==> config.mk <==
export PLATFORM = sky130hd
export DESIGN_NAME = kmeans_color_segmenter_core
export DESIGN_NICKNAME = d
export VERILOG_FILES = /design/src/design/kcs_pkg.sv /design/src/design/kcs_datapath.sv /design/src/design/kcs_ctrl.sv /design/src/design/kmeans_color_segmenter_core.sv
export VERILOG_INCLUDE_DIRS = /design/src /design/src/design
export SDC_FILE = /design/constraint.sdc
export NUM_CORES = 2
export LEC_CHECK = 0
export ABC_AREA = 1
export ABC_CLOCK_PERIOD_IN_PS = 35800
export BUFFER_PORTS_ARGS = -buffer_cell sky130_fd_sc_hd__buf_2
export CAP_MARGIN = 20
export CORE_MARGIN = 2
export CORE_UTILIZATION = 55
export CTS_BUF_LIST = sky130_fd_sc_hd__clkbuf_4 sky130_fd_sc_hd__clkbuf_8
export DETAILED_ROUTE_END_ITERATION = 10
export PLACE_DENSITY = 0.71
export SETUP_SLACK_MARGIN = 0.2
export SYNTH_ARGS = -nofsm -noshare
export SYNTH_HDL_FRONTEND = slang
export SYNTH_SLANG_ARGS = --single-unit
==> constraint.sdc <==
create_clock -name clk -period 35.8 [get_ports clk]
set_clock_uncertainty 0.15 [all_clocks]
set_input_delay 0 -clock clk [delete_from_list [all_inputs] [get_ports clk]]
set_output_delay 0 -clock clk [all_outputs]
set_load 0.02 [all_outputs]
==> src/design/kmeans_color_segmenter_core_defines.svh <==
// kmeans_color_segmenter_core_defines.svh: assertion macros
`ifndef KMEANS_COLOR_SEGMENTER_CORE_DEFINES_SVH
`define KMEANS_COLOR_SEGMENTER_CORE_DEFINES_SVH
`ifndef SYNTHESIS
// a property that must hold at every enabled edge
`define KCS_ASSERT(label, clk, rst_n, prop, msg) \
    label: assert property (@(posedge clk) disable iff (!rst_n) (prop)) else $error(msg);
// a property that must hold in the cycle after a trigger
`define KCS_ASSERT_NEXT(label, clk, rst_n, trig, prop, msg) \
    label: assert property (@(posedge clk) disable iff (!rst_n) (trig) |=> (prop)) else $error(msg);
`else
`define KCS_ASSERT(label, clk, rst_n, prop, msg)
`define KCS_ASSERT_NEXT(label, clk, rst_n, trig, prop, msg)
`endif
`endif

==> src/design/kcs_pkg.sv <==
`timescale 1ns / 1ps
`default_nettype none
// ----------------------------------------------------------------------------
// kcs_pkg: shared types and codes
// Mode codes and the controller/datapath command and status bundles.
// ----------------------------------------------------------------------------
package kcs_pkg;
    localparam logic [1:0] MODE_LOAD     = 2'd0;
    localparam logic [1:0] MODE_CLASSIFY = 2'd1;
    localparam logic [1:0] MODE_FINISH   = 2'd2;
    localparam logic [1:0] MODE_RECOLOR  = 2'd3;
    localparam int CH_BITS = 8;

    typedef struct packed {
        logic       capture;    // take the input beat
        logic       load;       // write centroid slot
        logic       classify;   // run nearest search on captured pixel
        logic       accum;      // add pixel to winner's sums
        logic       div_start;  // start averaging of cluster div_idx
        logic [2:0] div_idx;
        logic       emit_class; // result from classify / recolor
        logic       emit_avg;   // result from averaging
        logic       recolor;    // colour fields from average table
        logic       last;
        logic       out_pop;    // output register drained
    } kcs_cmd_t;

    typedef struct packed {
        logic       search_done;
        logic       div_done;
        logic       out_full;
    } kcs_status_t;
endpackage
`default_nettype wire

==> src/design/kcs_datapath.sv <==
`timescale 1ns / 1ps
`default_nettype none
// ----------------------------------------------------------------------------
// kcs_datapath: centroid, sum and average storage with search and divide
// Serial nearest search (one centroid a cycle) and a restoring divider
// shared by the three channels (one quotient bit a cycle each).
// ----------------------------------------------------------------------------
module kcs_datapath
    import kcs_pkg::*;
#(
    parameter int CLUSTERS   = 6,
    parameter int COUNT_BITS = 22
) (
    input  wire logic                clk,
    input  wire logic                rst_n,
    input  wire kcs_cmd_t            cmd,
    output kcs_status_t              status,
    input  wire logic [2:0]          in_index,
    input  wire logic [7:0]          in_blue,
    input  wire logic [7:0]          in_green,
    input  wire logic [7:0]          in_red,
    output logic [2:0]               label,
    output logic [7:0]               out_blue,
    output logic [7:0]               out_green,
    output logic [7:0]               out_red,
    output logic                     last,
    output logic                     valid
);
    localparam int SUM_BITS = COUNT_BITS + CH_BITS;
    localparam int IDX_BITS = (CLUSTERS > 1) ? $clog2(CLUSTERS) : 1;
    localparam int DEN_BITS = COUNT_BITS + 1;
    localparam int NUM_BITS = SUM_BITS + 1;
    localparam int STEPS    = CH_BITS + 1;
    localparam int STEP_BITS = $clog2(STEPS + 1);
    localparam logic [COUNT_BITS-1:0] COUNT_MAX = '1;

    // captured pixel
    logic [7:0] pix_reg [3];
    // storage, cleared at reset
    logic [7:0]            cen_reg [CLUSTERS][3];
    logic [7:0]            avg_reg [CLUSTERS][3];
    logic [SUM_BITS-1:0]   sum_reg [CLUSTERS][3];
    logic [COUNT_BITS-1:0] cnt_reg [CLUSTERS];

    // search state
    logic [IDX_BITS-1:0] scan_reg;
    logic [IDX_BITS-1:0] best_reg;
    logic [17:0]         best_d_reg;
    logic                searching_reg;
    logic                search_done_reg;

    // distance to the centroid under scan
    logic [8:0]  df [3];
    logic [17:0] sq_dist;
    always_comb
    begin
        for (int c = 0; c < 3; c++)
        begin
            df[c] = (pix_reg[c] > cen_reg[scan_reg][c]) ?
                    {1'b0, pix_reg[c] - cen_reg[scan_reg][c]} :
                    {1'b0, cen_reg[scan_reg][c] - pix_reg[c]};
        end
        sq_dist = 18'(df[0][7:0] * df[0][7:0]) + 18'(df[1][7:0] * df[1][7:0])
                + 18'(df[2][7:0] * df[2][7:0]);
    end

    // divider state: q = (2*sum + cnt) / (2*cnt)
    logic [NUM_BITS-1:0]  rem_reg [3];
    logic [7:0]           quo_reg [3];
    logic [DEN_BITS:0]    den_reg;
    logic [STEP_BITS-1:0] step_reg;
    logic                 div_busy_reg;
    logic                 div_done_reg;
    logic [IDX_BITS-1:0]  div_idx_reg;
    logic [DEN_BITS+CH_BITS:0] shd;
    logic [2:0]          fits;
    always_comb
    begin
        // divisor aligned to quotient bit (7 - step)
        shd = {den_reg, {CH_BITS{1'b0}}} >> (step_reg + 1'b1);
        for (int c = 0; c < 3; c++)
            fits[c] = ({{(DEN_BITS+CH_BITS-NUM_BITS+1){1'b0}}, rem_reg[c]} >= shd);
    end

    logic [IDX_BITS-1:0] acc_idx;
    logic [IDX_BITS-1:0] cmd_idx;
    assign acc_idx = best_reg;
    assign cmd_idx = cmd.div_idx[IDX_BITS-1:0];

    // output register
    logic       valid_reg;
    logic [2:0] label_reg;
    logic [7:0] ob_reg, og_reg, or_reg;
    logic       last_reg;

    always_ff @(posedge clk or negedge rst_n)
    begin
        if (!rst_n)
        begin
            for (int k = 0; k < CLUSTERS; k++)
            begin
                cnt_reg[k] <= '0;
                for (int c = 0; c < 3; c++)
                begin
                    cen_reg[k][c] <= '0;
                    avg_reg[k][c] <= '0;
                    sum_reg[k][c] <= '0;
                end
            end
            searching_reg   <= 1'b0;
            search_done_reg <= 1'b0;
            div_busy_reg    <= 1'b0;
            div_done_reg    <= 1'b0;
            valid_reg       <= 1'b0;
            scan_reg        <= '0;
            best_reg        <= '0;
        end
        else
        begin
            search_done_reg <= 1'b0;
            div_done_reg    <= 1'b0;
            if (cmd.capture)
            begin
                pix_reg[0] <= in_blue;
                pix_reg[1] <= in_green;
                pix_reg[2] <= in_red;
            end
            // centroid load
            if (cmd.load && (32'(in_index) < CLUSTERS))
            begin
                cen_reg[in_index[IDX_BITS-1:0]][0] <= in_blue;
                cen_reg[in_index[IDX_BITS-1:0]][1] <= in_green;
                cen_reg[in_index[IDX_BITS-1:0]][2] <= in_red;
            end
            // serial nearest search
            if (cmd.classify)
            begin
                searching_reg <= 1'b1;
                scan_reg      <= '0;
            end
            else if (searching_reg)
            begin
                if (scan_reg == '0 || sq_dist < best_d_reg)
                begin
                    best_d_reg <= sq_dist;
                    best_reg   <= scan_reg;
                end
                if (32'(scan_reg) == CLUSTERS - 1)
                begin
                    searching_reg   <= 1'b0;
                    search_done_reg <= 1'b1;
                end
                else
                    scan_reg <= scan_reg + 1'b1;
            end
            // accumulate with count saturation
            if (cmd.accum && cnt_reg[acc_idx] != COUNT_MAX)
            begin
                cnt_reg[acc_idx] <= cnt_reg[acc_idx] + 1'b1;
                for (int c = 0; c < 3; c++)
                    sum_reg[acc_idx][c] <= sum_reg[acc_idx][c] + SUM_BITS'(pix_reg[c]);
            end
            // averaging divider
            if (cmd.div_start)
            begin
                div_busy_reg <= 1'b1;
                div_idx_reg  <= cmd_idx;
                step_reg     <= '0;
                den_reg      <= {1'b0, cnt_reg[cmd_idx], 1'b0};
                for (int c = 0; c < 3; c++)
                begin
                    rem_reg[c] <= {sum_reg[cmd_idx][c], 1'b0}
                                + NUM_BITS'(cnt_reg[cmd_idx]);
                    quo_reg[c] <= '0;
                end
            end
            else if (div_busy_reg)
            begin
                if (32'(step_reg) == STEPS - 1)
                begin
                    div_busy_reg <= 1'b0;
                    div_done_reg <= 1'b1;
                    for (int c = 0; c < 3; c++)
                    begin
                        avg_reg[div_idx_reg][c] <= (den_reg == '0) ? 8'd0 : quo_reg[c];
                        sum_reg[div_idx_reg][c] <= '0;
                    end
                    cnt_reg[div_idx_reg] <= '0;
                end
                else
                begin
                    step_reg <= step_reg + 1'b1;
                    // one quotient bit a step, most significant first
                    for (int c = 0; c < 3; c++)
                        if (den_reg != '0)
                        begin
                            quo_reg[c] <= {quo_reg[c][6:0], fits[c]};
                            if (fits[c])
                                rem_reg[c] <= NUM_BITS'(
                                    {{(DEN_BITS+CH_BITS-NUM_BITS+1){1'b0}}, rem_reg[c]}
                                    - shd);
                        end
                end
            end
            // output register
            if (cmd.emit_class)
            begin
                valid_reg <= 1'b1;
                label_reg <= 3'(best_reg);
                ob_reg    <= cmd.recolor ? avg_reg[best_reg][0] : 8'd0;
                og_reg    <= cmd.recolor ? avg_reg[best_reg][1] : 8'd0;
                or_reg    <= cmd.recolor ? avg_reg[best_reg][2] : 8'd0;
                last_reg  <= 1'b1;
            end
            else if (cmd.emit_avg)
            begin
                valid_reg <= 1'b1;
                label_reg <= 3'(div_idx_reg);
                ob_reg    <= avg_reg[div_idx_reg][0];
                og_reg    <= avg_reg[div_idx_reg][1];
                or_reg    <= avg_reg[div_idx_reg][2];
                last_reg  <= cmd.last;
            end
            else if (cmd.out_pop)
                valid_reg <= 1'b0;
        end
    end

    assign status.search_done = search_done_reg;
    assign status.div_done    = div_done_reg;
    assign status.out_full    = valid_reg;
    assign valid     = valid_reg;
    assign label     = label_reg;
    assign out_blue  = ob_reg;
    assign out_green = og_reg;
    assign out_red   = or_reg;
    assign last      = last_reg;
endmodule
`default_nettype wire

==> src/design/kcs_ctrl.sv <==
`timescale 1ns / 1ps
`default_nettype none
// ----------------------------------------------------------------------------
// kcs_ctrl: sequencer
// Takes one beat at a time and steps the datapath through search, update,
// averaging and result hand-off.
// ----------------------------------------------------------------------------
module kcs_ctrl
    import kcs_pkg::*;
#(
    parameter int CLUSTERS = 6
) (
    input  wire logic        clk,
    input  wire logic        rst_n,
    input  wire logic        in_valid,
    output logic             in_stall,
    input  wire logic [1:0]  in_mode,
    input  wire logic        out_stall,
    input  wire kcs_status_t status,
    output kcs_cmd_t         cmd
);
    typedef enum logic [2:0] {
        S_IDLE, S_SEARCH, S_EMIT, S_DIV, S_DIV_EMIT, S_DRAIN
    } state_t;

    state_t     state_reg;
    logic       recolor_reg;
    logic [2:0] k_reg;
    logic       pop;

    assign pop      = status.out_full && !out_stall;
    assign in_stall = (state_reg != S_IDLE) || (status.out_full && !pop);

    always_ff @(posedge clk or negedge rst_n)
    begin
        if (!rst_n)
        begin
            state_reg   <= S_IDLE;
            recolor_reg <= 1'b0;
            k_reg       <= '0;
        end
        else
        begin
            case (state_reg)
                S_IDLE:
                    if (in_valid && !in_stall)
                    begin
                        case (in_mode)
                            MODE_CLASSIFY: begin recolor_reg <= 1'b0; state_reg <= S_SEARCH; end
                            MODE_RECOLOR:  begin recolor_reg <= 1'b1; state_reg <= S_SEARCH; end
                            MODE_FINISH:   begin k_reg <= '0; state_reg <= S_DIV; end
                            default:       state_reg <= S_IDLE;
                        endcase
                    end
                S_SEARCH:
                    if (status.search_done)
                        state_reg <= S_IDLE;
                S_DIV:
                    if (status.div_done)
                        state_reg <= S_DIV_EMIT;
                S_DIV_EMIT:
                    if (!status.out_full || pop)
                    begin
                        if (32'(k_reg) == CLUSTERS - 1)
                            state_reg <= S_IDLE;
                        else
                        begin
                            k_reg     <= k_reg + 1'b1;
                            state_reg <= S_DIV;
                        end
                    end
                default:
                    state_reg <= S_IDLE;
            endcase
        end
    end

    // start the divider on entry to S_DIV
    logic div_go_reg;
    always_ff @(posedge clk or negedge rst_n)
    begin
        if (!rst_n)
            div_go_reg <= 1'b0;
        else
            div_go_reg <= (state_reg == S_IDLE && in_valid && !in_stall
                           && in_mode == MODE_FINISH)
                       || (state_reg == S_DIV_EMIT && (!status.out_full || pop)
                           && 32'(k_reg) != CLUSTERS - 1);
    end

    // search results land while in_stall holds (output slot is free by then
    // because acceptance required a free or draining slot)
    always_comb
    begin
        cmd            = '0;
        cmd.capture    = (state_reg == S_IDLE) && in_valid && !in_stall;
        cmd.load       = cmd.capture && (in_mode == MODE_LOAD);
        cmd.classify   = cmd.capture && (in_mode == MODE_CLASSIFY || in_mode == MODE_RECOLOR);
        cmd.accum      = (state_reg == S_SEARCH) && status.search_done && !recolor_reg;
        cmd.emit_class = (state_reg == S_SEARCH) && status.search_done;
        cmd.recolor    = recolor_reg;
        cmd.div_start  = div_go_reg;
        cmd.div_idx    = k_reg;
        cmd.emit_avg   = (state_reg == S_DIV_EMIT) && (!status.out_full || pop);
        cmd.last       = (32'(k_reg) == CLUSTERS - 1);
        cmd.out_pop    = pop;
    end
endmodule
`default_nettype wire

==> src/design/kmeans_color_segmenter_core.sv <==
`timescale 1ns / 1ps
`default_nettype none
// ----------------------------------------------------------------------------
// kmeans_color_segmenter_core: one k-means step on BGR pixels
// Centroid load, classify/accumulate, average finish and recolor.
// ----------------------------------------------------------------------------
// Items are taken one at a time. Classify and recolor are paced by the serial
// nearest search that visits one centroid a cycle. A finish is paced by the
// restoring divider (9 steps per cluster, three channels side by side).
// A result sits in an output register; the next beat is taken only once that
// slot is empty or drains at the same edge.
`include "kmeans_color_segmenter_core_defines.svh"
module kmeans_color_segmenter_core
    import kcs_pkg::*;
#(
    parameter int CLUSTERS   = 6,
    parameter int COUNT_BITS = 22
) (
    input  wire logic       clk,
    input  wire logic       rst_n,
    input  wire logic       in_valid,
    output logic            in_stall,
    input  wire logic [1:0] mode,
    input  wire logic [2:0] index,
    input  wire logic [7:0] blue,
    input  wire logic [7:0] green,
    input  wire logic [7:0] red,
    output logic            out_valid,
    input  wire logic       out_stall,
    output logic [2:0]      label,
    output logic [7:0]      out_blue,
    output logic [7:0]      out_green,
    output logic [7:0]      out_red,
    output logic            last
);
    kcs_cmd_t    cmd;
    kcs_status_t status;

    kcs_ctrl #(.CLUSTERS(CLUSTERS)) u_ctrl (
        .clk(clk), .rst_n(rst_n), .in_valid(in_valid), .in_stall(in_stall),
        .in_mode(mode), .out_stall(out_stall), .status(status), .cmd(cmd)
    );

    kcs_datapath #(.CLUSTERS(CLUSTERS), .COUNT_BITS(COUNT_BITS)) u_dp (
        .clk(clk), .rst_n(rst_n), .cmd(cmd), .status(status),
        .in_index(index), .in_blue(blue), .in_green(green), .in_red(red),
        .label(label), .out_blue(out_blue), .out_green(out_green),
        .out_red(out_red), .last(last), .valid(out_valid)
    );

    // a new result never overwrites one still held
    `KCS_ASSERT(a_no_overwrite, clk, rst_n, !((cmd.emit_class || cmd.emit_avg) && out_valid && out_stall), "result overwritten")
    // labels stay within the cluster range
    `KCS_ASSERT(a_label_range, clk, rst_n, !out_valid || (32'(label) < CLUSTERS), "label out of range")
    // a search result is taken into the output register: emit_class is followed by out_valid
    `KCS_ASSERT_NEXT(a_search_emits, clk, rst_n, cmd.emit_class, out_valid, "missing result")
endmodule
`default_nettype wire
## Word-level counts from Yosys, hierarchy flattened

Memories as Yosys holds them, arrays and structs flattened.
Index checks and enable logic that the tools add are counted.
Widths: inputs -> output; s select.

- Word-level logic and storage cells: 368
- RAM bits: 141
- Input port bits: 33
- Output and inout bits: 30
- Memories: 3
- Register bits after elaboration: 1054

- Bitwise gates (word level): 21
- Shifts and indexed selects: 1
- Add/subtract/negate cells: 21
- Mux-type cells: 151
- Eq/ne operators: 18
- Multipliers: 3
- Order comparisons: 16
- Reductions and logical operators: 54

Memories:

| name | words | width | read ports | clocked after memory_dff | write ports | line | text |
|---|---|---|---|---|---|---|---|
| u_dp.rem_reg | 3 | 31 | 3 | 0 | 3 | kcs_datapath.sv:68 | `logic [NUM_BITS-1:0] rem_reg [3];` |
| u_dp.pix_reg | 3 | 8 | 3 | 0 | 3 | kcs_datapath.sv:38 | `logic [7:0] pix_reg [3];` |
| u_dp.quo_reg | 3 | 8 | 3 | 0 | 3 | kcs_datapath.sv:69 | `logic [7:0] quo_reg [3];` |

Operators with widths:

| kind | number |
|---|---|
| $mux 540 | 4 |
| $and 540x540->540 | 3 |
| $bwmux 540 | 3 |
| $demux 90 s3 | 6 |
| $not 540->540 | 3 |
| $bwmux 144 | 6 |
| $bmux 90 s3 | 2 |
| $mux 90 | 6 |
| $mux 132 | 4 |
| $demux 24 s3 | 6 |
| $bmux 24 s3 | 3 |
| $mux 24 | 8 |
| $mux 8 | 20 |
| $and 132x132->132 | 1 |
| $bmux 22 s3 | 2 |
| $bwmux 132 | 1 |
| $demux 22 s3 | 2 |
| $mux 22 | 6 |
| $not 132->132 | 1 |
| $mux 60 | 2 |
| $ge 31x32->1 | 3 |
| $add 31x22->31 | 3 |
| $mux 31 | 3 |
| $sub 31x31->31 | 3 |
| 51 further kinds | 184 |

## Longest topological paths before layout

- Depth in word-level cells: 15
- Gate-level depth with buffers: 63
- Depth with buffers taken out: 60

## Hierarchy

A second synthesis with hierarchy kept.

- Cells, all modules: 12888
- Area, all modules: 86882.1 µm²

Modules (own cells, without submodules):

| module | cells an instance | seq. area each (µm²) | area each (µm²) | instances |
|---|---|---|---|---|
| kcs_datapath | 12816 | 30784.5 | 86344.1 | 1 |
| kcs_ctrl | 72 | 200.2 | 538.0 | 1 |

## Least setup slack after synthesis

No wires, ideal clock.

- Path type: flip-flop to flip-flop
- From: register u_dp.scan_reg[0]
- To: register u_dp.best_d_reg[0], enable pin
- Cell stages (with the launch flop): 57
- Data required time: 35257 ps
- Clock period less this slack: 12572 ps
- Slack: 23228 ps
- Path buffers: 4
- Data arrival time: 12030 ps
- Library setup time: 393 ps
- Path through: dfrtp_1 clkbuf_1 inv_1 clkbuf_1 clkbuf_1 nor2_1 o22ai_1 a32oi_1 inv_1 ha_1 clkbuf_1 nand2_1 o21ai_0 a21oi_1 nand2_1 nand2_1 o21ai_0 inv_1 (+21 left out) fa_1 inv_1 ha_1 a21oi_1 o21bai_1 a21boi_0 o21ai_0 nand3_1 nand3_1 nand2_1 ha_1 a21oi_1 o21ai_0 nor2_1 nand3_1 nand2_1 nand3_1 nor2_1

- Cells in the longest elaborated chain, start to end: 12
- Elaborated cells between the ends (all ways): 25
- Classes of those cells: 8 x add/sub; 3 x mul; 4 x order compare; 6 x mux; 1 x bitwise; 3 x reduce/logical

RTL lines:

| element | line | text |
|---|---|---|
| start: declaration | kcs_datapath.sv:46 | `logic [IDX_BITS-1:0] scan_reg;` |
| start signal: assignment | kcs_datapath.sv:154 | `scan_reg <= scan_reg + 1'b1;` |
| $not 3->4 (implied by the code) (*) | kcs_datapath.sv:59, kcs_datapath.sv:60, kcs_datapath.sv:61 |  |
| $bmux 24 s3 (*) | kcs_datapath.sv:59, kcs_datapath.sv:60, kcs_datapath.sv:61 |  |
| $mux 24 (implied by the code) (*) (2 in series) | kcs_datapath.sv:59, kcs_datapath.sv:60, kcs_datapath.sv:61 |  |
| $sub 8x8->8, or another cell as far along | kcs_datapath.sv:61 | `{1'b0, cen_reg[scan_reg][c] - pix_reg[c]};` |
| $mux 8 | kcs_datapath.sv:59 | `df[c] = (pix_reg[c] > cen_reg[scan_reg][c]) ?` |
| $mul 8x8->16 | kcs_datapath.sv:63 | `sq_dist = 18'(df[0][7:0] * df[0][7:0]) + 18'(df[1][7:0] * df[1][7:0])` |
| $add 16x16->17 | kcs_datapath.sv:63 |  |
| $add 18x16->18 (*) | kcs_datapath.sv:64 | `+ 18'(df[2][7:0] * df[2][7:0]);` |
| named net u_dp.sq_dist[15] | kcs_datapath.sv:54 | `logic [17:0] sq_dist;` |
| $lt 18x18->1 (*) | kcs_datapath.sv:143 | `if (scan_reg == '0 \|\| sq_dist < best_d_reg)` |
| $logic_or 1x1->1 (*) | kcs_datapath.sv:143 |  |
| $reduce_and 4->1 (no source line) (*) | -- |  |
| end signal: assignment | kcs_datapath.sv:145 | `best_d_reg <= sq_dist;` |
| end: declaration | kcs_datapath.sv:48 | `logic [17:0] best_d_reg;` |

The timed path passes the listed nets; every way through them passes the cells marked *. The select of a mux whose other input is x is not followed.
A chain may end at the register's enable or synchronous reset.

## Worst setup path after layout

- From: register u_dp.scan_reg[0]
- To: register u_dp.best_d_reg[1], enable pin

The elaborated chain is that of the path after synthesis.

==> impl_metrics.json <==
{
  "cts_tree": "built",
  "worstMarginPinSlew_ns": 1.35,
  "grt_antenna_before_repair": 11,
  "synth-adder-area-share": 0.0815,
  "initial_core_util": 0.553,
  "holdBufCountCts": 67,
  "r2r_cells": 55,
  "port_buffers": 62,
  "syn_inst": 12400,
  "vias_per_cell": 5.69,
  "place_congestion": 0.987,
  "num_vias": 82700,
  "hp-class": "in2reg",
  "syn-num-nets": 12900,
  "critPathMaxStageDelay_ns": 0.76,
  "ys_seq_area_frac": 0.364,
  "grt_pass1_wl_mm": 456,
  "area_growth_pct": 8.11,
  "wl_mm": 298,
  "ant_nets": 0,
  "cts_resized": 0,
  "cpMaxStageDelayCell": "nor2_2",
  "worst_ep_required_time_ns": 36.22,
  "period_share": 0.419,
  "maxSlewViolCount": 0,
  "end_kind": "register",
  "synth_top_family_by_area": "simple AND/OR/NAND/NOR gates",
  "hpwl_mm": 194,
  "synth_cell_types": 58,
  "synthesis.area_um2": 85000,
  "largest_reg_flops": 540,
  "post_cts_buffers": 0,
  "synthXorXnorAreaFrac": 0.0292,
  "worstPathMaxFanout": 75,
  "synth_compound_area_frac": 0.137,
  "wl_per_cell_um": 20.5,
  "die_w_um": 397,
  "path_clk_slew_ns": 0.06,
  "worstSetupStartpointType": "register",
  "slew_headroom": 0.0912,
  "crit_arrival_ns": 15.43,
  "setup_viol": 0,
  "insertion_delay_ns": 1.02,
  "grt-ovfl-total": 0,
  "yosys_warnings": 0,
  "final_core_util": 0.597,
  "cts-buffers-inserted": 208,
  "period_needed_ns": 15.01,
  "synth_mux_area_frac": 0.00235,
  "crit_type": "reg2reg",
  "layout-drive-gt1-share": 0.0573,
  "cts.sinks": 1195,
  "drc": 0,
  "hold_depth": 6,
  "finalHoldViolCount": 0,
  "maxClockFrequency_mhz": 66.6,
  "htree_levels": 4,
  "placed_cells": 14100,
  "grt_pass1_vias": 78700,
  "grt_max_degree": 183,
  "syn_area_per_cell_um2": 6.85,
  "mostFrequentLayoutCell": "nand2_1",
  "dieArea_um2": 158000,
  "synthSimpleGateAreaFrac": 0.282,
  "drt_first_pass_iters": 8,
  "final_cell_count_no_fill": 14500,
  "core_um2": 154000,
  "outcome": "finished clean",
  "drt_iter0_markers": 9201,
  "die_h_um": 397,
  "final_cell_mix": "nand2_1 (3573), nor2_1 (2052), inv_1 (1564), o21ai_0 (1111), dfrtp_1 (973)",
  "root_buffer": "clkbuf_8",
  "ios": 63,
  "clock_path_buffers": 3,
  "fin_nets": 12800,
  "rows": 144,
  "track_usage": 0.372,
  "synth-seq-cells": 1195,
  "tns_ns": 0,
  "rsz0062_at_grt": "no",
  "cap_violations": 0
}
worst max-delay path: cells and delay by family, from the launching register on:
family | cells | cell delay [ns]
simple gates | 15 | 2.74
compound gates | 11 | 2.65
buf+inv | 14 | 2.26
flops | 1 | 0.35
fa+ha+maj | 15 | 6.35
stage by stage:
step | area, um^2 | hold WS [ns] | setup WS (ns)
floorplan | 85000 | -0.446 | 23.23
global placement | 86300 | -0.237 | 20.93
detailed placement | 86400 | -0.235 | 20.84
CTS | 91900 | 0.0697 | 20.77
global route | 91900 | 0.156 | 19.71
finish | 91900 | 0.129 | 20.79
metal layers:
layer / global-route usage / vias to the layer above / routed length, um
met5: 0 / - / 132
met4: 0.191 / 20 / 16500
met3: 0.0807 / 952 / 32700
met2: 0.589 / 4493 / 133000
met1: 0.481 / 38400 / 116000
li1: - / 38900 / -
final timing paths:
path | slack, ns | end | startpoint
worst max-delay path | 20.79 | u_dp.best_d_reg[1] | u_dp.scan_reg[0]
worst min-delay path | 0.13 | u_dp.cen_reg[6] | index[2]
worst max register to register | 20.79 | u_dp.best_d_reg[1] | u_dp.scan_reg[0]
worst min register to register | 0.33 | u_dp.cen_reg[75] | u_dp.cen_reg[75]
max in group asynchronous | 30.46 | u_dp.sum_reg[334] | rst_n
min in group asynchronous | 0.50 | u_dp.sum_reg[235] | rst_n
cell type report:
class / count / area, um^2
fillers: 14400 / 62000
multi-input cells: 9039 / 45400
flip-flops and latches: 1195 / 31000
inverters: 1590 / 6020
clock buffers: 322 / 4000
well taps: 2044 / 2560
repair buffers: 270 / 2140
clock inverters: 64 / 817
diodes: 3 / 7.51
synthesized netlist by cell type, drive strengths merged:
cell type | count | area share
nand2 | 3583 | 0.16
nor2 | 2086 | 0.094
inv | 1578 | 0.070
o21ai | 1154 | 0.068
dfrtp | 979 | 0.29
a21oi | 558 | 0.033
ha | 344 | 0.051
clkbuf | 303 | 0.013
buf | 288 | 0.019
nand3 | 266 | 0.017
edfxtp | 216 | 0.076
o22ai | 183 | 0.013
xor2 | 180 | 0.020
fa | 131 | 0.031
xnor2 | 91 | 0.0096
nor3 | 90 | 0.0054
o211ai | 46 | 0.0041
nand4 | 43 | 0.0032
o221ai | 30 | 0.0031
a32oi | 28 | 0.0029
a21o | 27 | 0.0024
or2 | 27 | 0.0020
a221oi | 25 | 0.0026
o21bai | 22 | 0.0019
mux2i | 20 | 0.0024
a22oi | 16 | 0.0014
a31oi | 14 | 0.0010
and2 | 14 | 0.0010
nor4 | 13 | 0.00096
clkinv | 12 | 0.00053
o21a | 10 | 0.00088
a211oi | 9 | 0.00079
nand3b | 8 | 0.00071
a21boi | 6 | 0.00053
a31o | 5 | 0.00052
o2111ai | 5 | 0.00052
a2bb2oi | 2 | 0.00021
a2111o | 1 | 0.00013
and3b | 1 | 0.00010
o41ai | 1 | 0.00010
cell families (layout without fill, tap and decap cells):
logic type	Yosys count	in the layout
compound gates	2142	2142
fa+ha+maj	475	475
buf+inv	2181	2246
flops	1195	1195
simple gates	6131	6131
xor+xnor	271	271
other cells	0	3
mux	20	20
Power is not shown: default switching activity piles up to over one toggle a cycle in this logic, so the estimate is an artifact.
